File: src/hw/rtl/upd_pkg.sv
package upd_pkg;

    // Token length limit and the byte counter that saturates at it
    localparam int MAX_TOKEN_BYTES = 255;
    localparam int CNT_W           = $clog2(MAX_TOKEN_BYTES + 1);
    localparam logic [CNT_W-1:0] CNT_MAX = CNT_W'(MAX_TOKEN_BYTES);

    // Results per item and the result queue that holds them
    localparam int MAX_RESULTS = 3;
    localparam int RES_N_W     = $clog2(MAX_RESULTS + 1);
    localparam int QDEPTH      = 4;
    localparam int QPTR_W      = $clog2(QDEPTH);
    localparam int QCNT_W      = $clog2(QDEPTH + 1);

    // Characters with a meaning in the token
    localparam logic [7:0] CH_PCT   = 8'h25;
    localparam logic [7:0] CH_PLUS  = 8'h2B;
    localparam logic [7:0] CH_MINUS = 8'h2D;
    localparam logic [7:0] CH_QMARK = 8'h3F;
    localparam logic [7:0] CH_SPACE = 8'h20;
    localparam logic [7:0] CH_SLASH = 8'h2F;
    localparam logic [7:0] CH_TAB   = 8'h09;
    localparam logic [7:0] CH_CR    = 8'h0D;
    localparam logic [7:0] CH_D0    = 8'h30;
    localparam logic [7:0] CH_D9    = 8'h39;
    localparam logic [7:0] CH_LA    = 8'h61;
    localparam logic [7:0] CH_LF    = 8'h66;
    localparam logic [7:0] CH_UA    = 8'h41;
    localparam logic [7:0] CH_UF    = 8'h46;

    typedef struct packed {
        logic [7:0] data;
        logic       valid_byte;
        logic       part;
        logic       run_last;
        logic       token_end;
    } t_result;

    typedef struct packed {
        logic [RES_N_W-1:0] push_n;
        logic               pop;
    } t_q_ctrl;

    function automatic logic is_space(input logic [7:0] c);
        return (c == CH_SPACE) || (c >= CH_TAB && c <= CH_CR);
    endfunction

    function automatic logic is_hex(input logic [7:0] c);
        return (c >= CH_D0 && c <= CH_D9) || (c >= CH_LA && c <= CH_LF) ||
               (c >= CH_UA && c <= CH_UF);
    endfunction

    function automatic logic [3:0] hex_val(input logic [7:0] c);
        logic [7:0] t;
        t = 8'h00;
        if (c >= CH_D0 && c <= CH_D9) begin
            t = c - CH_D0;
        end else if (c >= CH_LA && c <= CH_LF) begin
            t = c - CH_LA + 8'd10;
        end else if (c >= CH_UA && c <= CH_UF) begin
            t = c - CH_UA + 8'd10;
        end
        return t[3:0];
    endfunction

    // Two escape characters read as base 16: leading white space, one
    // optional sign, then hex digits; no digit gives zero
    function automatic logic [7:0] decode_pair(input logic [7:0] a, input logic [7:0] b);
        logic [7:0] val;
        logic       neg;
        val = 8'h00;
        neg = 1'b0;
        if (is_space(a)) begin
            if (!is_space(b) && is_hex(b)) begin
                val = {4'h0, hex_val(b)};
            end
        end else if (a == CH_PLUS || a == CH_MINUS) begin
            neg = (a == CH_MINUS);
            if (is_hex(b)) begin
                val = {4'h0, hex_val(b)};
            end
        end else if (is_hex(a)) begin
            if (is_hex(b)) begin
                val = {hex_val(a), hex_val(b)};
            end else begin
                val = {4'h0, hex_val(a)};
            end
        end
        return neg ? (8'h00 - val) : val;
    endfunction

endpackage

File: src/hw/rtl/url_path_percent_decoder.sv
// URL path percent decoder. Takes a request-target token one byte per item
// (i_in_byte, with i_in_last on its final byte) and returns result items one
// per cycle while i_out_stall is low: path bytes decoded ('+' to space, '%'
// plus two bytes to one byte in strtol base-16 style), query bytes after the
// first '?' passed raw with o_out_part set, a '/' for an empty path, and a
// literal '%' for an escape cut short by '?' or the token end. o_out_run_last
// marks the last result of an input item and o_out_token_end the last result
// of the token; an item that yields no data on the token end gives one bare
// end marker (o_out_valid_byte low). Bytes beyond the first 255 of a token
// yield no data of their own. An item is held in the input register and
// decoded into a four-entry result queue, from whose head its results are
// offered on the output. An item yields at most two results (a cut escape
// with its held byte). Items are taken one per cycle as long as the result
// side keeps up; the queue drains one result per cycle while i_out_stall is
// low, so two-result items first fill the queue and, once it is full, hold
// the input back. Reset needs no clearing pass.
module url_path_percent_decoder (
    input  logic       i_clk,
    input  logic       i_rst_n,
    // input channel
    input  logic       i_in_valid,
    input  logic [7:0] i_in_byte,
    input  logic       i_in_last,
    output logic       o_in_stall,
    // result channel
    output logic       o_out_valid,
    output logic [7:0] o_out_byte,
    output logic       o_out_valid_byte,
    output logic       o_out_part,
    output logic       o_out_run_last,
    output logic       o_out_token_end,
    input  logic       i_out_stall
);

    localparam int NCAND = 5;   // step byte, cut '%', held byte, '/', end marker

    // Input register
    logic                          r_in_valid;
    logic [7:0]                    r_in_byte;
    logic                          r_in_last;

    // Token state
    logic                          r_query;
    logic [1:0]                    r_pend;
    logic [7:0]                    r_held;
    logic                          r_nonempty;
    logic [upd_pkg::CNT_W-1:0]     r_cnt;

    logic                          n_query;
    logic [1:0]                    n_pend;
    logic [7:0]                    n_held;
    logic                          n_nonempty;
    logic [upd_pkg::CNT_W-1:0]     n_cnt;

    upd_pkg::t_result [upd_pkg::MAX_RESULTS-1:0] res;
    logic [upd_pkg::RES_N_W-1:0]   res_n;

    upd_pkg::t_q_ctrl              q_ctrl;
    upd_pkg::t_result              q_head;
    logic [upd_pkg::QCNT_W-1:0]    q_count;
    logic                          pop;
    logic                          fits;
    logic                          advance;

    // Decode one item: gather candidate results in order, then pack
    always_comb begin
        upd_pkg::t_result cand [NCAND];
        logic             cand_en [NCAND];
        logic             take;
        logic             end_q;
        logic             do_end;
        logic             step_en;
        logic             pct_en;
        logic             held_en;
        logic             slash_en;
        logic [upd_pkg::RES_N_W-1:0] k;

        for (int i = 0; i < NCAND; i++) begin
            cand[i]    = '0;
            cand_en[i] = 1'b0;
        end
        n_query    = r_query;
        n_pend     = r_pend;
        n_held     = r_held;
        n_nonempty = r_nonempty;
        n_cnt      = r_cnt;
        end_q      = 1'b0;
        step_en    = 1'b0;

        take = (r_cnt < upd_pkg::CNT_MAX);
        if (take) begin
            n_cnt = r_cnt + 1'b1;
            if (r_query) begin
                step_en        = 1'b1;
                cand[0].data   = r_in_byte;
                cand[0].part   = 1'b1;
            end else if (r_in_byte == upd_pkg::CH_QMARK) begin
                end_q = 1'b1;
            end else begin
                case (r_pend)
                    2'd0: begin
                        if (r_in_byte == upd_pkg::CH_PCT) begin
                            n_pend = 2'd1;
                        end else begin
                            step_en      = 1'b1;
                            cand[0].data = (r_in_byte == upd_pkg::CH_PLUS) ?
                                           upd_pkg::CH_SPACE : r_in_byte;
                        end
                    end
                    2'd1: begin
                        n_held = r_in_byte;
                        n_pend = 2'd2;
                    end
                    default: begin
                        step_en      = 1'b1;
                        cand[0].data = upd_pkg::decode_pair(r_held, r_in_byte);
                        n_pend       = 2'd0;
                    end
                endcase
            end
        end
        cand[0].valid_byte = 1'b1;
        cand_en[0]         = step_en;
        if (step_en && !cand[0].part) begin
            n_nonempty = 1'b1;
        end

        // Close the path: cut escape first, then '/' for an empty path
        do_end   = end_q || (r_in_last && !r_query);
        pct_en   = do_end && (n_pend != 2'd0);
        held_en  = do_end && (n_pend == 2'd2);
        slash_en = do_end && !(n_nonempty || pct_en);

        cand[1].data       = upd_pkg::CH_PCT;
        cand[1].valid_byte = 1'b1;
        cand_en[1]         = pct_en;
        cand[2].data       = (n_held == upd_pkg::CH_PLUS) ? upd_pkg::CH_SPACE : n_held;
        cand[2].valid_byte = 1'b1;
        cand_en[2]         = held_en;
        cand[3].data       = upd_pkg::CH_SLASH;
        cand[3].valid_byte = 1'b1;
        cand_en[3]         = slash_en;
        cand_en[4]         = r_in_last && !(step_en || pct_en || held_en || slash_en);

        if (do_end) begin
            n_pend     = 2'd0;
            n_nonempty = 1'b1;
        end
        if (end_q) begin
            n_query = 1'b1;
        end

        // Pack enabled candidates
        res = '0;
        k   = '0;
        for (int i = 0; i < NCAND; i++) begin
            if (cand_en[i]) begin
                res[k] = cand[i];
                k      = k + 1'b1;
            end
        end
        res_n = k;

        for (int j = 0; j < upd_pkg::MAX_RESULTS; j++) begin
            if (res_n != '0 && upd_pkg::RES_N_W'(j) == res_n - 1'b1) begin
                res[j].run_last  = 1'b1;
                res[j].token_end = r_in_last;
            end
        end

        // Token end: drop all state back to reset
        if (r_in_last) begin
            n_query    = 1'b0;
            n_pend     = 2'd0;
            n_held     = 8'h00;
            n_nonempty = 1'b0;
            n_cnt      = '0;
        end
    end

    // Advance only when the queue has room for every result of this item
    assign pop  = o_out_valid && !i_out_stall;
    assign fits = ((upd_pkg::QCNT_W+1)'(q_count) + (upd_pkg::QCNT_W+1)'(res_n)) <=
                  ((upd_pkg::QCNT_W+1)'(upd_pkg::QDEPTH) + (upd_pkg::QCNT_W+1)'(pop));
    assign advance    = r_in_valid && fits;
    assign o_in_stall = r_in_valid && !fits;

    always_ff @(posedge i_clk) begin
        if (!i_rst_n) begin
            r_in_valid <= 1'b0;
        end else if (!o_in_stall) begin
            r_in_valid <= i_in_valid;
        end
    end

    // Hold the payload while stalled, load it on accept
    always_ff @(posedge i_clk) begin
        if (i_in_valid && !o_in_stall) begin
            r_in_byte <= i_in_byte;
            r_in_last <= i_in_last;
        end
    end

    always_ff @(posedge i_clk) begin
        if (!i_rst_n) begin
            r_query    <= 1'b0;
            r_pend     <= 2'd0;
            r_held     <= 8'h00;
            r_nonempty <= 1'b0;
            r_cnt      <= '0;
        end else if (advance) begin
            r_query    <= n_query;
            r_pend     <= n_pend;
            r_held     <= n_held;
            r_nonempty <= n_nonempty;
            r_cnt      <= n_cnt;
        end
    end

    assign q_ctrl.push_n = advance ? res_n : '0;
    assign q_ctrl.pop    = pop;

    upd_result_queue u_queue (
        .i_clk     (i_clk),
        .i_rst_n   (i_rst_n),
        .i_ctrl    (q_ctrl),
        .i_entries (res),
        .o_head    (q_head),
        .o_count   (q_count)
    );

    assign o_out_valid      = (q_count != '0);
    assign o_out_byte       = q_head.data;
    assign o_out_valid_byte = q_head.valid_byte;
    assign o_out_part       = q_head.part;
    assign o_out_run_last   = q_head.run_last;
    assign o_out_token_end  = q_head.token_end;

endmodule

File: src/hw/rtl/upd_result_queue.sv
module upd_result_queue (
    input  logic                                          i_clk,
    input  logic                                          i_rst_n,
    input  upd_pkg::t_q_ctrl                              i_ctrl,
    input  upd_pkg::t_result [upd_pkg::MAX_RESULTS-1:0]   i_entries,
    output upd_pkg::t_result                              o_head,
    output logic [upd_pkg::QCNT_W-1:0]                    o_count
);

    upd_pkg::t_result                 r_mem [upd_pkg::QDEPTH];
    logic [upd_pkg::QPTR_W-1:0]       r_wr;
    logic [upd_pkg::QPTR_W-1:0]       r_rd;
    logic [upd_pkg::QCNT_W-1:0]       r_count;

    // Write the first push_n entries at consecutive slots
    always_ff @(posedge i_clk) begin
        for (int k = 0; k < upd_pkg::MAX_RESULTS; k++) begin
            if (upd_pkg::RES_N_W'(k) < i_ctrl.push_n) begin
                r_mem[r_wr + upd_pkg::QPTR_W'(k)] <= i_entries[k];
            end
        end
    end

    always_ff @(posedge i_clk) begin
        if (!i_rst_n) begin
            r_wr    <= '0;
            r_rd    <= '0;
            r_count <= '0;
        end else begin
            r_wr    <= r_wr + upd_pkg::QPTR_W'(i_ctrl.push_n);
            r_rd    <= r_rd + upd_pkg::QPTR_W'(i_ctrl.pop);
            r_count <= r_count + upd_pkg::QCNT_W'(i_ctrl.push_n)
                       - upd_pkg::QCNT_W'(i_ctrl.pop);
        end
    end

    assign o_head  = r_mem[r_rd];
    assign o_count = r_count;

endmodule

File: config.mk
export PLATFORM = sky130hd
export DESIGN_NAME = url_path_percent_decoder
export DESIGN_NICKNAME = d
export VERILOG_FILES = /design/src/hw/rtl/upd_pkg.sv /design/src/hw/rtl/url_path_percent_decoder.sv /design/src/hw/rtl/upd_result_queue.sv
export SDC_FILE = /design/constraint.sdc
export NUM_CORES = 1
export LEC_CHECK = 0
export BUFFER_PORTS_ARGS = -buffer_cell sky130_fd_sc_hd__buf_2
export CORE_ASPECT_RATIO = 1.25
export CORE_MARGIN = 4
export CORE_UTILIZATION = 55
export DETAILED_ROUTE_END_ITERATION = 10
export GPL_TIMING_DRIVEN = 0
export PLACE_DENSITY = 0.72
export SLEW_MARGIN = 10
export SYNTH_ARGS = -nofsm -noshare
export SYNTH_HDL_FRONTEND = slang
export SYNTH_SLANG_ARGS = --single-unit
File: constraint.sdc
create_clock -name i_clk -period 8.5 [get_ports i_clk]
set_input_delay 2.125 -clock i_clk [delete_from_list [all_inputs] [get_ports i_clk]]
set_output_delay 2.125 -clock i_clk [all_outputs]
set_load 0.01 [all_outputs]
# Word-level counts from Yosys, hierarchy flattened
# Memory sizes are Yosys's and may differ from the RTL's. A register that Yosys moved wholly into a read port is not among the register bits.
# Cells that the tools add are included.
# totals
reg_bits,37
latch_bits,0
ram_bits,48
rom_bits,0
inputBits,13
output_inout_bits,14
memories,1
# mem_list
name,words,width,rd,rd_clocked_by_memory_dff,write_ports,line,text
u_queue.r_mem,4,12,1,1,2,upd_result_queue.sv:10,upd_pkg::t_result r_mem [upd_pkg::QDEPTH];
# op_classes
add_sub_neg,25
multipliers,0
div_mod_pow,0
magnitude_cmp,29
n_eq_ne,12
shifts,0
n_mux,92
bitwise,8
n_reduce_logical,57
# op_table
op,n
8-bit two-way mux,22
36-bit two-way mux,4
12-bit demux with 2-bit select,4
12-bit two-way mux,6
"8-bit by 6-bit equality test with 1-bit output, second input constant",8
36-bit bitwise AND,1
36-bit bitwise mux,1
36-bit inverter,1
"8-bit by 7-bit >= comparator with 1-bit output, second input constant",4
"8-bit by 7-bit <= comparator with 1-bit output, second input constant",4
2-bit two-way mux,16
4-bit two-way mux,8
1-bit two-way mux,28
1-bit logical AND,26
8-bit by 24-bit bitwise AND with 24-bit output,1
24-bit inverter,1
"4-bit by 1-bit subtractor with 4-bit output, second input constant",6
18-bit bitwise AND,1
18-bit inverter,1
18-bit OR,1
"4-bit adder, second input constant",4
"8-bit by 4-bit >= comparator with 1-bit output, second input constant",2
"8-bit by 6-bit >= comparator with 1-bit output, second input constant",2
"8-bit by 4-bit <= comparator with 1-bit output, second input constant",2
34 further kinds,69

# Depth between registers and ports, before layout
# Gate-level depths: netlist of run 1.
# depth
depth_word,30
mapped_depth,32

# By module
# Synthesis of run 1 repeated with hierarchy kept, for this count alone.
# unflattened
cells_unflattened,779
area_unflattened_um2,6598.8
# by_module_without_submodules
module,n_inst,cells_each,area_per_inst_um2
url_path_percent_decoder,1,449,3384.5
upd_result_queue,1,330,3214.3

# Least setup slack after synthesis of run 1
# OpenSTA, ideal clock, no wires.
# synth_path
path_type,flip-flop to output port
startpoint,register r_in_byte[1]
endpoint,output o_in_stall
arrival_ps,4541
required_ps,6375
slack_ps,1834
stages_incl_launch_ff,23
n_path_buf,1
cell_sequence,edfxtp_1 > inv_1 > ha_1 > nor3b_1 > nand3_1 > a21oi_1 > o31a_1 > inv_1 > ha_1 > nand2b_1 > nor2_1 > a31oi_1 > a31o_2 > mux2_4 > ha_1 > nand2_1 > o21ai_2 > inv_2 > buf_6 > fa_1 > o21bai_1 > a22oi_1 > nor2b_1
# synth_between
elab_chain_cells,19
elab_cells_between_ends,43
cone_classes,add/sub (5); order compare (1); eq/ne (3); mux (19); reduce/logical (15)
# synth_lines
element,line,text
start: declaration,url_path_percent_decoder.sv:39,logic [7:0] r_in_byte;
start signal: assignment,url_path_percent_decoder.sv:199,r_in_byte <= i_in_byte;
8-bit by 6-bit equality test with 1-bit output,url_path_percent_decoder.sv:102,if (r_in_byte == upd_pkg::CH_PCT) begin
1-bit two-way mux or 2-bit two-way mux (tied branches),url_path_percent_decoder.sv:102,
1-bit one-hot mux with 2 select lines or 2-bit one-hot mux with 2 select lines (tied branches),url_path_percent_decoder.sv:100,case (r_pend)
1-bit two-way mux or 2-bit two-way mux (tied branches),url_path_percent_decoder.sv:97,end else if (r_in_byte == upd_pkg::CH_QMARK) begin
1-bit two-way mux or 2-bit two-way mux (tied branches),url_path_percent_decoder.sv:93,if (r_query) begin
1-bit two-way mux or 2-bit two-way mux (tied branches),url_path_percent_decoder.sv:91,if (take) begin
1-bit two-way mux (tied with other cells),url_path_percent_decoder.sv:157,if (cand_en[i]) begin
2-bit by 1-bit adder with 2-bit output (tied with other cells),url_path_percent_decoder.sv:159,k = k + 1'b1;
[... 3 more ...],--,
2-bit by 1-bit adder with 2-bit output or 1-bit logical OR (tied branches),"url_path_percent_decoder.sv:159, url_path_percent_decoder.sv:143",
2-bit two-way mux or 1-bit zero test (tied branches),"url_path_percent_decoder.sv:157, url_path_percent_decoder.sv:143",
2-bit by 1-bit adder with 2-bit output or 1-bit logical AND (tied branches),"url_path_percent_decoder.sv:159, url_path_percent_decoder.sv:143",
2-bit two-way mux (*),url_path_percent_decoder.sv:157,
3-bit by 2-bit adder with 4-bit output (*),url_path_percent_decoder.sv:183,assign fits = ((upd_pkg::QCNT_W+1)'(q_count) + (upd_pkg::QCNT_W+1)'(res_n)) <=
4-bit <= comparator (*),url_path_percent_decoder.sv:183,
1-bit zero test (*),url_path_percent_decoder.sv:186,assign o_in_stall = r_in_valid && !fits;
1-bit logical AND (*),url_path_percent_decoder.sv:186,
end: declaration,url_path_percent_decoder.sv:24,"output logic o_in_stall,"
# Mark *: on every way between the ends. The rest lies on a longest branch, timed or not.

# Worst setup path in the final report of run 1
# Ends and elaborated chain as after synthesis.

==> results of run 1 <==
[state kept, by name, indices dropped and copies added, names as in the netlist, 2 cells and up]
signal and count:
u_queue.r_mem 48, r_cnt 8, r_held 8, r_in_byte 8
u_queue.o_count 3, r_pend 2, u_queue.r_rd 2, u_queue.r_wr 2
[power groups by stage]
| stage | combinational (mW) | sequential (mW) | clock [mW] |
|---|---|---|---|
| 6_report | 0.304 | 0.505 | 0.376 |
| 5_1_grt | 0.337 | 0.509 | 0.400 |
| 4_1_cts | 0.306 | 0.505 | 0.380 |
| 3_5_place_dp | 0.304 | 0.514 | 0 |
| 3_3_place_gp | 0.295 | 0.513 | 0 |
| 2_1_floorplan | 0.222 | 0.506 | 0 |
[routing by layer]
metal,routed length [um],global-route usage
met5,0,0
met4,473,0.0923
met3,718,0.0323
met2,8030,0.435
met1,6310,0.314
[synthesized netlist by cell type, drive strengths merged, types with 7 or more instances]
library cell   n  area [sq um]
nand3         24           135
clkbuf        29           110
mux2i          9          90.1
a31oi         17           106
o21ai         40           204
xor2           7          61.3
a21o           7          52.6
nor4           7          56.3
xnor2          7          61.3
nor3          16          80.1
or3            7          43.8
a21oi         58           294
inv           28           105
and2          14          87.6
mux4          12           270
nor2          78           300
edfxtp        57          1710
a22oi         16           120
and3           8          50.1
mux2           7          82.6
nand2         46           173
nor2b         21           131
dfxtp         28           561
buf            8          65.1
ha            24           300
[tightest hold or removal path, cell delays in order, from the launching register on]
cell and delay (ns):
dfxtp_1 0.35, a31oi_1 0.05, nor2_1 0.07
[area by class of cell]
| cell class | instances | area [sq um] |
|---|---|---|
| clock buffer | 11 | 254 |
| fill | 936 | 4020 |
| timing repair buffer | 27 | 138 |
| clock inverter | 5 | 32.5 |
| sequential | 85 | 2270 |
| tap | 132 | 165 |
| multi-input combinational | 514 | 3500 |
| buffer | 37 | 175 |
| inverter | 29 | 109 |
[cells by family (layout without fill, tap and decap cells)]
logic type / count (synthesis) / in the layout / share of synthesized area
buffers and inverters: 66 / 109 / 0.0470
multiplexers: 28 / 28 / 0.0732
AND/OR/NAND/NOR: 249 / 249 / 0.212
adder cells (fa/ha/maj): 26 / 26 / 0.0563
AO/OA/AOI/OAI: 197 / 197 / 0.216
XOR/XNOR: 14 / 14 / 0.0203
flip-flops: 85 / 85 / 0.376
[path summary, 6_finish.rpt]
check | slack, ns | cells after the start | endpoint
hold reg to reg | 0.50 | 2 | r_nonempty
hold / removal | 0.50 | 2 | r_nonempty
setup / recovery | 0.38 | 23 | o_in_stall
setup reg to reg | 0.90 | 29 | u_queue.o_count[2]
[through the flow]
stage	setup slack (ns)	setup TNS (ns)	hold WS [ns]	utilization	total power, mW
after floorplan	1.83	0	0.452	-	0.728
after global placement	-0.00341	-0.0269	0.475	0.595	0.808
after detailed placement	0.837	0	0.488	0.596	0.819
after CTS	0.423	0	0.502	0.623	1.19
after global routing	0.0645	0	0.543	0.623	1.25
final	0.380	0	0.500	0.623	1.18
==> metrics.md, run 1 <==
| Metric | Value |
|---|---|
| Max-slew headroom | 0.189 |
| CP arrival | 5.99 ns |
| Mapped cell area | 6050 sq um |
| Post-CTS Hold Buffers | 0 |
| Setup Buffers After CTS | 0 |
| Syn_area_per_cell | 9.10 sq um |
| YS warnings | 0 |
| Clk sink count | 85 |
| Clk buf depth | 2 |
| Post-DP Area | 6360 sq um |
| Total Wirelength | 15,500 um |
| DR iter-0 viols | 386 |
| Via count | 5,253 |
| Period utilisation layout | 0.955 |
| DP HPWL | 12,000 um |
| Result of the run | finished, final reports clean |
| Core region area | 10,700 sq um |
| Final Max Tran Viols | 0 |
| Top delay family on crit path | compound AO/OA/AOI/OAI gates |
| Clk pin slew, worst setup/hold paths | 0.06 ns |
| Area Growth Syn to Fin | 9.87% |
| Worst setup EP type | output pin |
| Unrepaired setup endpoints after global routing | no |
| Buf/Inv on CP | 5 |
| Initial antenna violation count | 0 |
| Kind of critical path | flip-flop to output pin |
| Routability cong. | 0.942 |
| FP Rows | 42 |
| EDFF count, synth | 57 |
| Sequential share of the synthesized area | 0.376 |
| Buffers on Ports | 26 |
| Cell leakage power | 2.38 nW |
| Max Cap Viol | 0 |
| Clk root buf | clkbuf_16 |
| Cell-internal power | 0.830 mW |
| Global-route wire length before repair | 25,600 um |
| Vias in the first global route | 5,062 |
| CP max stage cell | edfxtp_1 |
| Critical path launch point type | flip-flop |
| Pwr dens | 178 nW/um^2 |
| CP max FO | 11 |
| Reg power frac | 0.426 |
| Share of layout cells above drive strength 1 | 0.130 |
| Crit-path cells | inv_1 > ha_1 > nor3b_1 > nand3_1 > a21oi_1 > o31a_1 > inv_1 > ha_1 > nand2b_1 > nor2_1 > a31oi_1 > a31o_2 > mux2_4 > ha_1 > nand2_1 > o21ai_2 > inv_2 > buf_6 > fa_1 > o21bai_1 > a22oi_1 > nor2b_1 > buf_2 |
| Async set-reset flop share out of synthesis | 0 |
| Worst r2r src | r_in_byte[1] |
| Worst-Skew Late Latency | 0.34 ns |
| Starting Density | 0.567 |
| Final setup vio count | 0 |
| Crit-path max cell delay | 0.52 ns |
| Max Freq | 123 MHz |
| Hold_sp | r_nonempty |
| Die outline width | 102 um |
| Die area | 12,700 sq um |
| Placed cell count | 824 |
| Gate power share | 0.256 |
| Cell Count, Final, Fillers Out | 840 |
| Worst Path Required | 6.38 ns |
| Die H | 125 um |
| Largest net degree at the start of global routing | 15 |
| WL per Instance | 18.5 um |
| HP Class | flip-flop to flip-flop |
| Switching share of power | 0.300 |
| H-tree levels | 3 |
| Remaining antenna violation count after routing | 0 |
| CTS Buf Count | 9 |
| Fin. Hold Viols | 0 |
| Antenna Cells | 0 |
| Initial DRT Pass Iterations | 5 |
| IR drop worst, VDD | 0.129 mV |
| Design area | 6650 sq um |
| Residual DRC count | 0 |
| Syn Inst Count | 665 |
| Yosys reg bits | 85 |
| Worst-Margin Slew | 1.21 ns |
| Clock Skews | 0.0102 ns |
| Critical path origin | r_in_byte[1] |
| IO Count | 27 |
| Clock group share of total power | 0.318 |
| Via-to-Cell Ratio | 6.25 |
| Most frequent cells in the layout | nor2_1 (75), a21oi_1 (57), edfxtp_1 (57) |
| Net Switching | 0.355 mW |
| CTS tree | done |
| Most frequent cell on the critical path | ha_1 |
| Total congestion overflow | 0 |
| GRT Util Overall | 0.251 |
| Syn Nets | 704 |
| Gates resized, CTS repair | 0 |
| Commonest non-fill, non-tap cell in the layout | nor2_1 |
| Nets | 742 |
| Most common flop cell mapped by yosys | edfxtp_1 |
| Final Critical Period | 8.12 ns |
| Number of library cell types mapped by synthesis | 83 |
No activity file was read; power rests on OpenSTA's default activity.
==> inputs of run 2 (changes only) <==
==> constraint.sdc (replaced) <==
create_clock -name i_clk -period 8.5 [get_ports i_clk]
set_input_delay 0.85 -clock i_clk [delete_from_list [all_inputs] [get_ports i_clk]]
set_output_delay 0.85 -clock i_clk [all_outputs]
set_load 0.01 [all_outputs]
==> metrics.md, run 2 (synthesis results as in run 1) <==
| Metric | Value |
|---|---|
| Clk sink count | 85 (unchanged) |
| CP max FO | 11 (unchanged) |
| Fin. Hold Viols | 0 (unchanged) |
| Setup TNS Final | 0 ns (unchanged) |
| IR drop worst, VDD | 0.129 mV (about the same) |
| Via count | 5,285 (+0.61%) |
| Cell Count, Final, Fillers Out | 840 (unchanged) |
| Setup Buffers After CTS | 0 (unchanged) |
| HP Class | flip-flop to flip-flop |
| CTS Buf Count | 9 (unchanged) |
| Vias in the first global route | 5,051 (-0.22%) |
| M2 GR Usage | 0.435 (+0.000770) |
| CP max stage cell | edfxtp_1 |
| Clock Skews | 0.0109 ns (+0.000665 ns) |
| Reg with most FFs | u_queue.r_mem |
| Worst Path Required | 8.73 ns (+2.35 ns) |
| Antenna Cells | 0 (unchanged) |
| Share of layout cells above drive strength 1 | 0.130 (unchanged) |
| Initial DRT Pass Iterations | 7 (+2) |
| Buffers on Ports | 26 (unchanged) |
| FP Rows | 42 (unchanged) |
| Max Cap Viol | 0 (unchanged) |
| Max FFs per register | 48 (unchanged) |
| CTS tree | done |
| Clk root buf | clkbuf_16 |
| Worst-Margin Slew | 1.21 ns (-0.00143 ns) |
| Pwr dens | 178 nW/um^2 (about the same) |
| Result of the run | finished, final reports clean |
| Gate power share | 0.257 (about the same) |
| H-tree levels | 3 (unchanged) |
| Clk buf depth | 2 (unchanged) |
| CP arrival | 7.83 ns (+1.84 ns) |
| GRT busiest layer | met2 |
| Die outline width | 102 um (unchanged) |
| Clock group share of total power | 0.317 (about the same) |
| Final Critical Period | 7.60 ns (-0.524 ns) |
| Via-to-Cell Ratio | 6.29 (+0.61%) |
| Switching share of power | 0.300 (+0.000344) |
| Worst-Skew Late Latency | 0.34 ns (about the same) |
| Residual DRC count | 0 (unchanged) |
| Die H | 125 um (unchanged) |
| Global-route wire length before repair | 25,500 um (about the same) |
| DR iter-0 viols | 360 (-6.7%) |
| Net Switching | 0.356 mW (+0.17%) |
| Most frequent cells in the layout | nor2_1 (75), a21oi_1 (57), edfxtp_1 (57) |
| Total congestion overflow | 0 (unchanged) |
| DP HPWL | 12,000 um (unchanged) |
| GRT Util Overall | 0.251 (about the same) |
| Final setup vio count | 0 (unchanged) |
| Clk pin slew, worst setup/hold paths | 0.06 ns (about the same) |
| Area Growth Syn to Fin | 9.87% (unchanged) |
| Period utilisation layout | 0.894 (-0.0616) |
| Critical path launch point type | flip-flop |
| Remaining antenna violation count after routing | 0 (unchanged) |
| Commonest non-fill, non-tap cell in the layout | nor2_1 |
| Final Max Tran Viols | 0 (unchanged) |
| Die area | 12,700 sq um (unchanged) |
| Most frequent cell on the critical path | ha_1 |
| Max Freq | 132 MHz (+6.9%) |
| Crit-path max cell delay | 0.52 ns (about the same) |
| Gates resized, CTS repair | 0 (unchanged) |
| Largest net degree at the start of global routing | 15 (unchanged) |
| Max-slew headroom | 0.190 (+0.000960) |
| Reg power frac | 0.426 (about the same) |
| Setup ws final | 0.904 ns (+0.524 ns) |
| Worst setup EP type | flip-flop |
| Placed cell count | 824 (unchanged) |
| Kind of critical path | flip-flop to flip-flop |
| Worst slack, placed | 1.02 ns (+0.185 ns) |
| Met1 Usage GRT | 0.314 (unchanged) |
| Routability cong. | 0.942 (unchanged) |
| Total Wirelength | 15,600 um (+0.46%) |
| IO Count | 27 (unchanged) |
| Initial antenna violation count | 0 (unchanged) |
| WL per Instance | 18.6 um (+0.46%) |
| Cell-internal power | 0.830 mW (about the same) |
| Starting Density | 0.567 (unchanged) |
| Post-CTS Hold Buffers | 0 (unchanged) |
| GR Layer Usage met3 | 0.0329 (+0.000557) |
| Cell leakage power | 2.38 nW (unchanged) |
| Nets | 742 (unchanged) |
| Unrepaired setup endpoints after global routing | no |
| Core region area | 10,700 sq um (unchanged) |
## run 2: cell type report
type                    instances  area [sq um]
plain buffers                  37           175
clock buffers                  11           254
clock inverters                 5          32.5
fillers                       936          4020
inverters                      29           109
multi-input cells             514          3500
flip-flops and latches         85          2270
well taps                     132           165
repair buffers                 27           138
## run 2: critical path: cells and delay by family (launching register included)
family | cells | cell delay (ns)
buf+inv | 5 | 0.90
simple gates | 8 | 1.71
fa+ha+maj | 6 | 2.10
flops | 1 | 0.52
compound gates | 7 | 1.66
mux | 1 | 0.31
xor+xnor | 2 | 0.28
## run 2: path summary, 6_finish.rpt
check	slack (ns)	endpoint	startpoint	depth (start not counted)
min	0.50	r_nonempty	r_nonempty	2
max reg2reg	0.90	u_queue.o_count[2]	r_in_byte[1]	29
max	0.90	u_queue.o_count[2]	r_in_byte[1]	29
min reg2reg	0.50	r_nonempty	r_nonempty	2
## run 2: power groups by stage
stage / sequential (mW) / combinational [mW] / clock [mW]
finish: 0.505 / 0.304 / 0.376
global route: 0.509 / 0.337 / 0.400
CTS: 0.505 / 0.306 / 0.380
detailed placement: 0.514 / 0.304 / 0
global placement: 0.513 / 0.295 / 0
floorplan: 0.506 / 0.222 / 0
## run 2: through the flow
| step | util | hold slack (ns) | total power, mW | cell area (sq um) |
|---|---|---|---|---|
| CTS | 0.623 | 0.502 | 1.19 | 6650 |
| global route | 0.623 | 0.543 | 1.25 | 6650 |
| detailed placement | 0.596 | 0.488 | 0.819 | 6360 |
| global placement | 0.595 | 0.475 | 0.808 | 6340 |
| floorplan | - | 0.452 | 0.728 | 6050 |
| finish | 0.623 | 0.499 | 1.19 | 6650 |
## run 2: metal layers
layer / vias up / wire (um)
met2: 172 / 8060
met4: 0 / 502
met3: 38 / 738
met1: 2523 / 6310
met5: - / 0
li1: 2552 / -
==> inputs of run 3 (changes only) <==
--- a/config.mk
+++ b/config.mk
@@ -6,9 +6,9 @@
 export NUM_CORES = 1
 export LEC_CHECK = 0
 export BUFFER_PORTS_ARGS = -buffer_cell sky130_fd_sc_hd__buf_2
-export CORE_ASPECT_RATIO = 1.25
 export CORE_MARGIN = 4
 export CORE_UTILIZATION = 55
+export CTS_CLUSTER_SIZE = 8
 export DETAILED_ROUTE_END_ITERATION = 10
 export GPL_TIMING_DRIVEN = 0
 export PLACE_DENSITY = 0.72
==> metrics.md, run 3 (synthesis results as in run 1) <==
| Metric | Value |
|---|---|
| Core region area | 10,800 sq um (+1.2%) |
| Result of the run | finished, final reports clean |
| Critical path origin | r_in_byte[1] |
| WL per Instance | 18.0 um (-3.4%) |
| Worst Path Required | 8.77 ns (+0.04 ns) |
| Die outline width | 113 um (+11%) |
| Buffers on Ports | 26 (unchanged) |
| Worst r2r src | r_in_byte[1] |
| Pwr dens | 171 nW/um^2 (-4.2%) |
| Fin. Hold Viols | 0 (unchanged) |
| Crit-path max cell delay | 0.54 ns (+0.02 ns) |
| GRT Util Overall | 0.243 (-0.00736) |
| Nets | 742 (unchanged) |
| Global-route wire length before repair | 25,000 um (-2.1%) |
| Final Max Tran Viols | 0 (unchanged) |
| CTS Buf Count | 9 (unchanged) |
| HP Class | flip-flop to flip-flop |
| FF/Latch Area | 2270 sq um (unchanged) |
| Remaining antenna violation count after routing | 0 (unchanged) |
| Max FFs per register | 48 (unchanged) |
| DP HPWL | 11,600 um (-3.5%) |
| Design area | 6580 sq um (-0.92%) |
| Placed cell count | 832 (+0.97%) |
| Fillers | 905 (-3.3%) |
| Total congestion overflow | 0 (unchanged) |
| Final Critical Period | 7.48 ns (-0.117 ns) |
| Cell leakage power | 2.35 nW (-1.3%) |
| Via count | 5,271 (-0.26%) |
| Max-slew headroom | 0.182 (-0.00823) |
| Tot Pwr | 1.12 mW (-5.1%) |
| Top delay family on crit path | adder cells |
| CP arrival | 7.75 ns (-0.08 ns) |
| Area occupied by multi-input gates | 3500 sq um (unchanged) |
| Post-CTS Hold Buffers | 0 (unchanged) |
| Routability cong. | 0.939 (-0.34%) |
| Period utilisation layout | 0.880 (-0.0138) |
| Worst slack, placed | 1.20 ns (+0.174 ns) |
| Share of layout cells above drive strength 1 | 0.133 (+0.00282) |
| IR drop worst, VDD | 0.117 mV (-9.5%) |
| Setup TNS Final | 0 ns (unchanged) |
| Reg with most FFs | u_queue.r_mem |
| Gates resized, CTS repair | 0 (unchanged) |
| Max Freq | 134 MHz (+1.6%) |
| FP Rows | 38 (-9.5%) |
| Unrepaired setup endpoints after global routing | no |
| Vias in the first global route | 5,003 (-0.95%) |
| Via-to-Cell Ratio | 6.22 (-1.2%) |
| Clk sink count | 85 (unchanged) |
| Clk buf depth | 2 (unchanged) |
| Die H | 113 um (-9.9%) |
| Setup ws final | 1.02 ns (+0.117 ns) |
| Clock Skews | 0.00918 ns (-0.00167 ns) |
| Die area | 12,700 sq um (about the same) |
| Total Wirelength | 15,200 um (-2.5%) |
| Initial antenna violation count | 0 (unchanged) |
| Cell Count, Final, Fillers Out | 848 (+0.95%) |
| Setup Buffers After CTS | 0 (unchanged) |
| Hold_sp | r_nonempty |
| Max Cap Viol | 0 (unchanged) |
| Area Growth Syn to Fin | 8.85% |
| Antenna Cells | 0 (unchanged) |
| Worst setup EP type | flip-flop |
| Worst-Margin Slew | 1.22 ns (+0.0123 ns) |
| CP max stage cell | edfxtp_1 |
| Post-DP Area | 6370 sq um (+0.16%) |
| Clk pin slew, worst setup/hold paths | 0.09 ns (+0.03 ns) |
| Buf/Inv on CP | 5 (unchanged) |
| Largest net degree at the start of global routing | 15 (unchanged) |
| Clk root buf | clkbuf_8 |
| CP max FO | 11 (unchanged) |
| H-tree levels | 3 (unchanged) |
| Critical path launch point type | flip-flop |
| Initial DRT Pass Iterations | 6 (-1) |
| Most frequent cells in the layout | nor2_1 (75), a21oi_1 (57), edfxtp_1 (57) |
| Commonest non-fill, non-tap cell in the layout | nor2_1 |
| IO Count | 27 (unchanged) |
| Worst-Skew Late Latency | 0.37 ns (+0.03 ns) |
| Starting Density | 0.560 (-0.00657) |
| Hold slack final | 0.515 ns (+0.0165 ns) |
| Most frequent cell on the critical path | ha_1 |
| Final design utilization | 0.610 (-0.0129) |
| DR iter-0 viols | 401 (+11%) |
| Residual DRC count | 0 (unchanged) |
| Kind of critical path | flip-flop to flip-flop |
| CTS tree | done |
| R2R setup slack | 1.02 ns (+0.12 ns) |
| Final setup vio count | 0 (unchanged) |
-- run 3: cell count changes in the layout (fill, tap and decap cells not counted) --
cell and delta:
clkbuf_16 -10, clkbuf_8 +9, bufinv_16 +2, clkinv_1 -2, clkinv_2 +1, clkinv_4 +1
clkinvlp_2 +1, clkinvlp_4 -1, inv_6 -1
-- run 3: layout make-up --
| class | count | area share |
|---|---|---|
| Multi-Input combinational cell | 514 | 0.532 |
| Sequential cell | 85 | 0.345 |
| Buffer | 37 | 0.0266 |
| Tap cell | 140 | 0.0266 |
| Timing Repair Buffer | 27 | 0.0209 |
| Clock buffer | 10 | 0.0194 |
| Inverter | 29 | 0.0165 |
| Clock inverter | 6 | 0.0133 |
-- run 3: power by group --
part | switching [mW] | internal, mW
Combinational | 0.168 | 0.132
Clock | 0.154 | 0.165
Sequential | 0.0249 | 0.480
-- run 3: worst register-to-register path: cells and delay by family (launching register included) --
| family | cells | cell delay (ns) |
|---|---|---|
| muxes | 1 | 0.30 |
| adders and majority gates | 6 | 2.08 |
| and+or+nand+nor | 8 | 1.69 |
| xor gates and xnor gates | 2 | 0.29 |
| buffers and inverters | 5 | 0.90 |
| AOI/OAI and AO/OA | 7 | 1.59 |
| DFF | 1 | 0.54 |
-- run 3: path summary, 6_finish.rpt --
kind / to / cells after the start
setup / recovery: u_queue.o_count[2] / 29
hold / removal: r_nonempty / 2
setup reg to reg: u_queue.o_count[2] / 29
hold reg to reg: r_nonempty / 2
-- run 3: routing by layer --
layer / vias to the layer above / share of wire / track usage
li1: 2547 / - / -
met1: 2485 / 0.44 / 0.323
met2: 215 / 0.49 / 0.422
met3: 24 / 0.061 / 0.0390
met4: 0 / 0.016 / 0.0529
met5: - / 0 / 0
